### src/rtl/core/fsf_pkg.sv
// Shared types and constants of the floor surface finder.
`timescale 1ns / 1ps
package fsf_pkg;

	// Word select codes of a load word.
	localparam logic [3:0] SEL_NRM_X = 4'd10;
	localparam logic [3:0] SEL_OFS   = 4'd13;

	// Register indexes of the configuration port.
	localparam logic CFG_STATIC = 1'b0;
	localparam logic CFG_OBJECT = 1'b1;

	// Coordinate fields, in word select order.
	localparam int CRD_N    = 10;
	localparam int CRD_AX   = 0;
	localparam int CRD_AZ   = 1;
	localparam int CRD_BX   = 2;
	localparam int CRD_BZ   = 3;
	localparam int CRD_CX   = 4;
	localparam int CRD_CZ   = 5;
	localparam int CRD_MINX = 6;
	localparam int CRD_MAXX = 7;
	localparam int CRD_MINZ = 8;
	localparam int CRD_MAXZ = 9;
	localparam int NRM_N    = 3;

	// Plane numerator, shifted dividend and quotient widths.
	localparam int NUMW = 35;
	localparam int DVW  = 50;
	localparam int QW   = 51;

	localparam logic signed [16:0] CEIL_REACH = 17'sd78;
	localparam logic signed [31:0] H_MAX = 32'sh7FFF_FFFF;
	localparam logic signed [31:0] H_MIN = 32'sh8000_0000;

	typedef struct packed {
		logic write;
		logic capture;
		logic scan_start;
		logic issue;
		logic flush;
		logic div_start;
		logic load_hit;
		logic load_miss;
	} cmd_t;

	typedef struct packed {
		logic cand;
		logic scan_end;
		logic pipe_empty;
		logic div_done;
		logic height_ok;
	} status_t;

endpackage

### src/rtl/core/fsf_ctrl.sv
// Controller: input and output handshakes and the scan and divide sequence.
`timescale 1ns / 1ps
module fsf_ctrl (
	input  logic              clk,
	input  logic              arst_n,
	input  logic              in_valid,
	input  logic              func,
	input  logic              out_ready,
	input  fsf_pkg::status_t  st,
	output logic              in_ready,
	output logic              out_valid,
	output fsf_pkg::cmd_t     cmd
);
	import fsf_pkg::*;

	typedef enum logic [2:0] {
		ST_IDLE = 3'b001,
		ST_SCAN = 3'b010,
		ST_DIV  = 3'b100
	} state_t;

	state_t state_q, state_d;
	logic   out_valid_q;
	logic   out_free;

	assign out_free = !out_valid_q || out_ready;
	assign in_ready = (state_q == ST_IDLE);

	always_comb begin
		state_d = state_q;
		cmd     = '0;
		case (state_q)
			ST_IDLE: begin
				if (in_valid && !func)
					cmd.write = 1'b1;
				if (in_valid && func) begin
					cmd.capture    = 1'b1;
					cmd.scan_start = 1'b1;
					state_d        = ST_SCAN;
				end
			end
			ST_SCAN: begin
				// A candidate at the end of the pipeline stops the scan; later entries
				// in flight are dropped and fetched again if the height test fails.
				if (st.cand) begin
					cmd.flush     = 1'b1;
					cmd.div_start = 1'b1;
					state_d       = ST_DIV;
				end else begin
					cmd.issue = 1'b1;
					if (st.scan_end && st.pipe_empty && out_free) begin
						cmd.load_miss = 1'b1;
						state_d       = ST_IDLE;
					end
				end
			end
			ST_DIV: begin
				if (st.div_done) begin
					if (!st.height_ok) begin
						state_d = ST_SCAN;
					end else if (out_free) begin
						cmd.load_hit = 1'b1;
						state_d      = ST_IDLE;
					end
				end
			end
			default: state_d = ST_IDLE;
		endcase
	end

	always_ff @(posedge clk or negedge arst_n) begin
		if (!arst_n) begin
			state_q     <= ST_IDLE;
			out_valid_q <= 1'b0;
		end else begin
			state_q <= state_d;
			if (cmd.load_hit || cmd.load_miss)
				out_valid_q <= 1'b1;
			else if (out_ready)
				out_valid_q <= 1'b0;
		end
	end

	assign out_valid = out_valid_q;
endmodule

### config.mk
export PLATFORM = sky130hd
export DESIGN_NAME = fsf_ctrl
export DESIGN_NICKNAME = d
export VERILOG_FILES = /design/src/rtl/core/fsf_pkg.sv /design/src/rtl/core/fsf_ctrl.sv
export SDC_FILE = /design/constraint.sdc
export NUM_CORES = 1
export LEC_CHECK = 0
export ABC_CLOCK_PERIOD_IN_PS = 1700
export BUFFER_PORTS_ARGS = -buffer_cell sky130_fd_sc_hd__buf_2
export CORE_AREA = 4 4 41 43
export DETAILED_ROUTE_END_ITERATION = 7
export DIE_AREA = 0 0 45 47
export PLACE_DENSITY = 0.46
export SLEW_MARGIN = 20
export SYNTH_ARGS = -nofsm -noshare
export SYNTH_HDL_FRONTEND = slang
export SYNTH_SLANG_ARGS = --single-unit
### constraint.sdc
create_clock -name clk -period 1.7 [get_ports clk]
set_clock_uncertainty 0.05 [all_clocks]
set_input_delay 0.255 -clock clk [delete_from_list [all_inputs] [get_ports clk]]
set_output_delay 0.255 -clock clk [all_outputs]
set_load 0.005 [all_outputs]
# After elaboration in Yosys (flattened, before gate mapping)
# Index checks and enable logic that the tools add are counted.
word_totals:
  output_inout_bits: 10
  regBits: 4
op_classes:
  n_eq_ne: 7
  mux: 22
  n_reduce_logical: 10
op_table:
  columns: ["op", "count"]
  rows:
  - ["$mux 3", 8]
  - ["$mux 1", 11]
  - ["$pmux 3 s3", 1]
  - ["$ne 3x3->1 const B", 2]
  - ["$logic_and 1x1->1", 4]
  - ["$mux 2", 2]
  - ["$reduce_and 4->1", 1]
  - ["$eq 3x1->1 const B", 1]
  - ["$eq 3x2->1 const B", 1]
  - ["$eq 3x3->1 const B", 1]
  - ["$logic_not 1->1", 2]
  - ["$logic_or 1x1->1", 2]
  - ["$ne 2x1->1 const B", 1]
  - ["$ne 2x2->1 const B", 1]
  - ["$reduce_bool 2->1", 1]

# Logic depth before layout (Yosys ltp)
# Gate-level depths: netlist of the first run.
depth:
  word_depth: 8
  mapped_depth: 4
  depth_no_buf: 4

# Worst setup path after synthesis of the first run
# No wires, ideal clock.
synth_timing:
  kind: "reg2out"
  from: "register state_q[0]"
  to: "output port cmd[6] (netlist name)"
  required_time_ns: 1.395
  stages_incl_launch_ff: 5
  slack_ns: 0.263
  arrival_time_ns: 1.132
  cell_sequence: "dfstp_2 > nand2b_1 > nor2_1 > and3_1 > buf_4"
synth_lines:
  columns: ["item", "line_no", "text"]
  rows:
  - ["start, declared", "fsf_ctrl.sv:22", "state_t state_q, state_d;"]
  - ["start signal, assigned", "fsf_ctrl.sv:76", "state_q <= state_d;"]
  - ["end, declared", "fsf_ctrl.sv:12", "output fsf_pkg::cmd_t cmd"]

==> summary.txt, run 1 <==
Global routing
  – Initial antenna violation count: 0
  – Largest net degree at the start of global routing: 9
  – Vias in the first global route: 308
  – Total GRT Usage: 7.930%
  – Remaining Overflow, GRT: 0
  – First-pass GRT wire length: 1235 um

Routing
  – Post-route ant nets: 0
  – Vias: 314
  – Via density: 4.486
  – Post-DR wirelength/cell: 11.13 um
  – 1st-pass router iterations: 3
  – Drt drc: 0
  – First DRT Iteration DRCs: 1
  – Final WL: 779 um

Job
  – Max Cap Violations: 0

Timing
  – Final Hold Vio Count: 0
  – Tmin final: 1639 ps
  – Final Max Tran Viols: 0
  – Final setup viols: 0
  – Post-Route Setup TNS: 0 ps
  – Fin crit share: 96.38%
  – F_max: 610.3 MHz
  – Worst slew pin tran: 480.7 ps
  – RSZ-0062 raised after global routing: yes
  – Slew margin rel.: 67.89%

Worst hold path
  – Hold path startpoint: st[1]
  – Hold Crit Depth: 2
  – Hold Path End: out_valid$_DFFE_PN0P_
  – Hold WC Path Type: primary input to flip-flop

Outcome
  – Status: completed

Finish
  – P&R area growth vs syn: 53.31%
  – Layout cells sized above 1: 65.45%
  – Register Area: 103.9 sq um
  – Filler cells: 146
  – Layout net count: 66
  – Final Util: 37.88%
  – Diodes inserted: 0
  – Multi-input logic area: 231.5 sq um

Clocking
  – Clock slew at reported path FFs: 40 ps
  – TritonCTS Sinks: 4
  – CTS tree: done
  – Root buffer cell: clkbuf_4
  – Max clock buf depth: 2
  – Clk_lat worst skew: 230 ps
  – H-tree levels: 1
  – TritonCTS Buffers: 3

Yosys
  – Post-synthesis cell type count: 20
  – Area leader, netlist: dfrtp_1
  – Syn_area_per_cell: 10.05 sq um
  – Synth area leaders: dfrtp_1, dfstp_2, and4bb_2
  – Async set or reset register ratio after synthesis: 100.0%
  – Syn Std Cell Area: 321.6 sq um
  – Most numerous cell in the Yosys netlist: nand2_1
  – Synth Warn #: 0
  – Commonest cells post-synth: nand2_1, dfrtp_1, nor2_1
  – Most used DFF post-synth: dfrtp_1
  – Top cell type's share of synthesized area: 23.35%
  – EDFF count, synth: 0
  – Syn nets: 42
  – Seq/Total Area, Yosys: 31.52%
  – #FFs+latches synth: 4
  – Synth Instances: 32

Die
  – Starting Density: 24.71%
  – Die area: 2115 sq um
  – Rows: 13
  – Die W: 45 um
  – CORE AREA: 1301 sq um
  – IO Count: 20
  – Die Height: 47 um

Critical path
  – WS Path Type: flip-flop to output port
  – Worst setup EP type: output port
  – Delay-heaviest family, CP: flip-flops
  – Worst Path Arrival: 1330 ps
  – Worst path max stage delay: 600 ps
  – Crit path max fanout: 6
  – Worst R2R Path Depth: 4
  – Reg-to-Reg Start: state_q[0]$_DFFE_PN1P_
  – Slowest-stage cell, CP: dfstp_2
  – Worst setup SP type: flip-flop
  – Worst path cell trace: and4bb_2, nand2_1, nor2_1, buf_2
  – Worst reg2reg setup slack: 270 ps
  – RR Endpoint: state_q[1]$_DFFE_PN0P_
  – CP required: 1390 ps
  – Buffers plus inverters on the worst setup path: 1

Power
  – Leakage power: 0.2462 nW
  – Peak supply drop: 0.6841 mV
  – Pwr dens: 1373 nW/um^2

Place
  – Final HPWL DP: 615.2 um
  – Gp weighted congestion: 0.7336
  – I/O Buffers: 19
## power breakdown
part	switching, mW	internal [mW]
combinational	0.135	0.202
clock	0.0378	0.0880
sequential	0.0704	0.144
## final cells by class
cell class | count | share of cell area (%)
Multi-Input combinational cell | 26 | 46.95
Timing Repair Buffer | 21 | 22.84
Clock buffer | 4 | 5.330
Tap cell | 15 | 3.807
Sequential cell | 4 | 21.07
## worst register-to-register path: stages, from the launching register on
cell and delay, ps:
dfstp_2 600, and4bb_2 260, nand2_1 90, o21ai_2 80, o31ai_1 250
## cell families (layout without fill, tap and decap cells)
family          after synthesis  count (layout)  synth area share, %
simple gates                 16              16                36.96
compound gates               10              10                26.85
flops                         4               4                31.52
buf+inv                       2              25                4.668
## worst max-delay path by stage
stage / endpoint / slack (ps) / cells after the start / start
after floorplan: cmd[6] / 260 / 4 / state_q[0]$_DFFE_PN1P_
after global placement: cmd[0] / 230 / 3 / state_q[1]$_DFFE_PN0P_
after detailed placement: cmd[0] / 270 / 3 / state_q[2]$_DFFE_PN0P_
after CTS: cmd[0] / 10 / 3 / state_q[1]$_DFFE_PN0P_
after global routing: cmd[0] / -30 / 3 / state_q[1]$_DFFE_PN0P_
final: cmd[1] / 60 / 4 / state_q[0]$_DFFE_PN1P_
## sequential cells by signal (all words and copies together), names as in the netlist
register,count
out_valid,1
state_q,3
## per-layer routing
metal	part of all wire, %	routed length, um	vias to the layer above	GRT usage [%]
li1	-	-	164	-
met1	44	342	144	10.11
met2	52	406	6	12.43
met3	3.9	30	0	1.149
met4	0	0	0	5.263
met5	0	0	-	0
## cells in the final DEF (no fill, tap or decap), drive strengths merged
master,n
buf,20
nor2b,1
dfrtp,3
nand2b,2
o211a,1
nor4b,1
and2,1
o31ai,1
o21ai,2
nor3b,1
o21a,1
a21o,1
a211o,1
and3,1
nor2,3
clkbuf,4
dfstp,1
o21ba,1
o22a,2
and4bb,2
dlygate4sd3,1
nand2,4
## timing repair
item                                    in CTS  in global routing
gates resized for setup                      0                  7
setup buffers                                0                  1
endpoints found under the setup margin       0                  4
hold buffers                                 1                  0
hold endpoints to repair                     4                  0
## metrics by stage
| step | instance area [sq um] | worst slack (ps) | cells | hold WS, ps | power, mW |
|---|---|---|---|---|---|
| global route | 493.0 | -29.68 | 70 | 243.6 | 0.7389 |
| detailed placement | 420.4 | 266.4 | 64 | 14.14 | 0.4907 |
| finish | 493.0 | 61.47 | 70 | 228.8 | 0.6769 |
| floorplan | 321.6 | 263.5 | 32 | -90.59 | 0.4067 |
| global placement | 420.4 | 228.0 | 64 | 14.08 | 0.4998 |
| CTS | 456.7 | 10.75 | 69 | 223.8 | 0.6257 |
Note: power is estimated with default switching activity, not from simulation.
==> inputs of run 2 (changes only) <==
--- a/constraint.sdc
+++ b/constraint.sdc
@@ -4,2 +4,2 @@
 set_output_delay 0.255 -clock clk [all_outputs]
-set_load 0.005 [all_outputs]
+set_load 0.02 [all_outputs]
==> run 2 against run 1 <==
  * First-iteration DRC count stayed put
  * Highest routed layer is now met4
  * Largest power group unchanged
  * Critical endpoint unchanged
  * Count of clock-buffer cells in the layout stayed put
  * Clock power hardly changed
  * Global-route usage is 0.16 points lower
  * Largest cell class unchanged
==> summary.txt, run 2 (synthesis results as in run 1) <==
Place
  – Gp weighted congestion: 0.6869
  – I/O Buffers: 19
  – Final HPWL DP: 639.6 um
  – Setup slack after placement: 218.8 ps

Finish
  – Diodes inserted: 0
  – Commonest non-fill, non-tap cells in the layout: buf_2, buf_4, nand2_1
  – Commonest non-fill, non-tap cell in the layout: buf_2
  – Filler cells: 150
  – Layout net count: 68
  – Final Util: 39.71%
  – P&R area growth vs syn: 60.70%
  – Max FFs per register: 3
  – Layout cells sized above 1: 64.91%
  – Most flops, register: state_q

Outcome
  – Status: completed

Power
  – Leakage power: 0.2593 nW
  – Sequential fraction of design power: 25.0%
  – Clock Power Share: 16.8%
  – Sw power: 0.3041 mW
  – Sw frac: 39.79%
  – Comb pwr share: 58.3%
  – Peak supply drop: 0.5782 mV
  – Int Power: 0.4600 mW
  – Pwr dens: 1479 nW/um^2

Clocking
  – Clk_lat worst skew: 240 ps
  – TritonCTS Sinks: 4
  – Max clock buf depth: 2
  – Clock slew at reported path FFs: 40 ps
  – TritonCTS Buffers: 3
  – CTS tree: done
  – Root buffer cell: clkbuf_4
  – H-tree levels: 1

Routing
  – Final WL: 800 um
  – First DRT Iteration DRCs: 1
  – Drt drc: 0
  – Vias: 323
  – 1st-pass router iterations: 2
  – Post-DR wirelength/cell: 11.11 um
  – Post-route ant nets: 0
  – Via density: 4.486

Timing
  – RSZ-0062 raised after global routing: yes
  – Worst slew pin tran: 461.5 ps
  – Setup ws final: 14.83 ps
  – Fin crit share: 99.13%
  – Final Max Tran Viols: 0
  – F_max: 593.4 MHz
  – Tmin final: 1685 ps
  – Slew margin rel.: 69.17%
  – Final setup viols: 0
  – Final Hold Vio Count: 0

Die
  – CORE AREA: 1301 sq um
  – IO Count: 20
  – Die area: 2115 sq um
  – Die W: 45 um
  – Die Height: 47 um
  – Starting Density: 24.71%
  – Rows: 13

Global routing
  – Largest net degree at the start of global routing: 7
  – Initial antenna violation count: 0
  – First-pass GRT wire length: 1159 um
  – Total GRT Usage: 7.765%
  – Vias in the first global route: 293
  – Remaining Overflow, GRT: 0

Critical path
  – Worst Path Arrival: 1380 ps
  – Worst path cell trace: and4bb_2, nand2_1, nor2_1, buf_2
  – Crit path max fanout: 5
  – Worst path max stage delay: 600 ps
  – CP required: 1390 ps
  – Reg-to-Reg Start: state_q[0]$_DFFE_PN1P_
  – WS Path Type: flip-flop to output port
  – Worst setup SP type: flip-flop
  – CP Launch Point: state_q[0]$_DFFE_PN1P_
  – Worst setup EP type: output port
  – Slowest-stage cell, CP: dfstp_2

Worst hold path
  – Hold WC Path Type: primary input to flip-flop
  – Hold path startpoint: st[1]

Job
  – Max Cap Violations: 0
[run 2: cell type report]
class,count,area [sq um],share of cell area [%]
Tap cell,15,18.77,3.632
Clock buffer,4,26.28,5.085
Multi-Input combinational cell,26,227.7,44.07
Sequential cell,4,102.6,19.85
Timing Repair Buffer,23,141.4,27.36
[run 2: what timing repair did]
item	in CTS	in global routing
endpoints found under the setup margin	3	5
hold endpoints to repair	4	0
buffers inserted	1	1
gates cloned	0	0
pin swaps	1	0
gates resized for setup	1	8
hold buffers	1	0
[run 2: path summary, 6_finish.rpt]
check	to	slack (ps)	depth (start not counted)
worst max-delay path	cmd[1]	10	4
worst min-delay path	out_valid$_DFFE_PN0P_	230	2
worst max register to register	state_q[0]$_DFFE_PN1P_	260	4
worst min register to register	state_q[2]$_DFFE_PN0P_	520	1
max in group asynchronous	state_q[0]$_DFFE_PN1P_	1090	2
min in group asynchronous	out_valid$_DFFE_PN0P_	300	2
[run 2: metrics by stage]
stage          hold WS (ps)  TNS [ps]  power, mW  std cells  cell area, sq um
2_1_floorplan        -90.59         0     0.4705         32             325.3
3_3_place_gp          12.94         0     0.5763         65             431.7
3_5_place_dp          12.36         0     0.5683         65             431.7
4_1_cts               221.7    -28.13     0.7090         71             478.0
5_1_grt               231.9    -85.48     0.8154         72             516.7
6_report              227.0         0     0.7641         72             516.7
[run 2: critical path: cells and delay by family, from the launching register on]
kind                   cells  cell delay, ps
AND/OR/NAND/NOR            3             380
flip-flops                 1             600
buffers and inverters      1             170
[run 2: power by group through the flow]
stage / Sequential [mW] / Combinational, mW / Clock (mW)
final: 0.191 / 0.445 / 0.128
after global routing: 0.197 / 0.478 / 0.140
after CTS: 0.183 / 0.389 / 0.137
after detailed placement: 0.184 / 0.385 / 0
after global placement: 0.185 / 0.391 / 0
after floorplan: 0.192 / 0.279 / 0
[run 2: metal layers]
metal	share of wire, %	global-route usage (%)	vias up
li1	-	-	168
met1	41	8.716	144
met2	50	12.15	9
met3	7.1	1.916	2
met4	1.8	7.018	0
met5	0	0	-
==> inputs of run 3 (changes only) <==
ABC_CLOCK_PERIOD_IN_PS = 1750   (was 1700)
clock period = 1.75 ns   (was 1.7 ns; I/O delays follow)
==> run 3 against run 2 <==
  * Setup slack improved by 40 ps
  * Sequential share of layout area is 1.6 points higher
  * Count of clock-buffer cells in the layout stayed put
  * Sequential power grew 8%
  * Design area is 7.5% lower
  * Total power shrank 8.2%
  * Critical path depth is the same
  * Highest routed layer is now met3
  * Worst hold slack better by 9.8 ps
  * Critical path type unchanged
  * Die area did not move
  * Non-clock buffer count fell by 3
==> summary.txt, run 3 (synthesis results as in run 1) <==
Worst hold path
  – Hold WC Path Type: primary input to flip-flop
  – Hold Crit Depth: 2
  – Hold path startpoint: st[1]
  – Hold Path End: out_valid$_DFFE_PN0P_

Place
  – Gp weighted congestion: 0.6532
  – I/O Buffers: 19
  – Setup slack after placement: 272.7 ps
  – Final HPWL DP: 643.9 um

Routing
  – 1st-pass router iterations: 2
  – First DRT Iteration DRCs: 1
  – Final WL: 784 um
  – Post-DR wirelength/cell: 11.36 um
  – Vias: 317
  – Drt drc: 0
  – Via density: 4.594
  – Post-route ant nets: 0

Timing
  – F_max: 590.1 MHz
  – Final setup viols: 0
  – Tmin final: 1695 ps
  – Worst slew pin tran: 389.5 ps
  – Final Hold Vio Count: 0
  – Post-Route Setup TNS: 0 ps
  – Fin crit share: 96.84%
  – Setup ws final: 55.29 ps
  – Final Max Tran Viols: 0
  – Slew margin rel.: 73.98%
  – Hold_ws: 236.8 ps

Critical path
  – Worst setup SP type: flip-flop
  – Reg-to-Reg Start: state_q[0]$_DFFE_PN1P_
  – CP required: 1440 ps
  – Delay-heaviest family, CP: flip-flops
  – Worst reg2reg setup slack: 280 ps
  – RR Endpoint: state_q[1]$_DFFE_PN0P_
  – Slowest-stage cell, CP: dfstp_2
  – Worst setup EP type: output port
  – CP Launch Point: state_q[0]$_DFFE_PN1P_
  – Worst Path Arrival: 1380 ps
  – WS Path Type: flip-flop to output port
  – Worst R2R Path Depth: 4
  – Worst path max stage delay: 600 ps
  – Buffers plus inverters on the worst setup path: 1
  – Worst path cell trace: and4bb_2, nand2_1, nor2_1, buf_2
  – Crit path max fanout: 6

Die
  – Die Height: 47 um
  – Rows: 13
  – Die W: 45 um
  – Starting Density: 24.71%
  – IO Count: 20
  – CORE AREA: 1301 sq um
  – Die area: 2115 sq um

Clocking
  – TritonCTS Buffers: 3
  – Number of setup buffers added after CTS: 0
  – CTS tree: done
  – H-tree levels: 1
  – Clk_lat worst skew: 240 ps
  – Max clock buf depth: 2
  – TritonCTS Sinks: 4
  – Root buffer cell: clkbuf_4
  – Clock slew at reported path FFs: 40 ps

Power
  – Peak supply drop: 0.5137 mV
  – Leakage power: 0.2442 nW
  – Pwr dens: 1468 nW/um^2

Global routing
  – Initial antenna violation count: 0
  – Largest net degree at the start of global routing: 9
  – Total GRT Usage: 6.984%
  – First-pass GRT wire length: 1076 um
  – Vias in the first global route: 287
  – Remaining Overflow, GRT: 0

Finish
  – Commonest non-fill, non-tap cells in the layout: buf_2, nand2_1, clkbuf_4
  – Layout net count: 65
  – P&R area growth vs syn: 48.64%
  – Commonest non-fill, non-tap cell in the layout: buf_2
  – Final Util: 36.73%
  – Most flops, register: state_q
  – Max FFs per register: 3
  – Layout cells sized above 1: 61.11%
  – Diodes inserted: 0

Outcome
  – Status: completed

Job
  – Max Cap Violations: 0
## run 3: changes by cell type in the layout (fill, tap and decap cells not counted)
cell / change
buf_6: -1
buf_4: -4
buf_2: +2
nor3b_2: +1
and3_2: -1
and3_1: +1
nor3b_4: -1
## run 3: worst max-delay path by stage
stage	endpoint	slack, ps	depth (start not counted)
floorplan	cmd[6]	30	4
CTS	cmd[0]	20	3
detailed placement	cmd[0]	270	3
global route	cmd[6]	-8	4
global placement	cmd[5]	280	4
finish	cmd[1]	60	4
## run 3: repair_timing
item	in CTS	in global routing
hold buffers	1	0
endpoints found under the hold margin	4	0
resized for setup	0	5
endpoints found under the setup margin	0	4
## run 3: report_power, final
part	switching [mW]	total [mW]	internal, mW	leakage [nW]
Combinational	0.180	0.372	0.192	0.180
Clock	0.0382	0.124	0.0856	0.0150
Sequential	0.0676	0.206	0.138	0.0494
## run 3: layer usage
metal	GRT usage (%)	vias to the layer above	wire, um
li1	-	160	-
met1	6.912	151	314
met2	12.71	6	426
met3	1.533	0	43
met4	5.263	0	0
met5	0	-	0
## run 3: layout make-up
class / instances / area, sq um
repair buffers: 20 / 110.1
clock buffers: 4 / 26.28
flip-flops and latches: 4 / 102.6
fillers: 152 / 823.3
well taps: 15 / 18.77
multi-input cells: 26 / 220.2
## run 3: through the flow
step | cell area [sq um] | cells | power, mW
floorplan | 324.1 | 32 | 0.4560
global placement | 422.9 | 64 | 0.5405
detailed placement | 422.9 | 64 | 0.5367
CTS | 459.2 | 69 | 0.6691
global route | 478.0 | 69 | 0.7511
finish | 478.0 | 69 | 0.7018
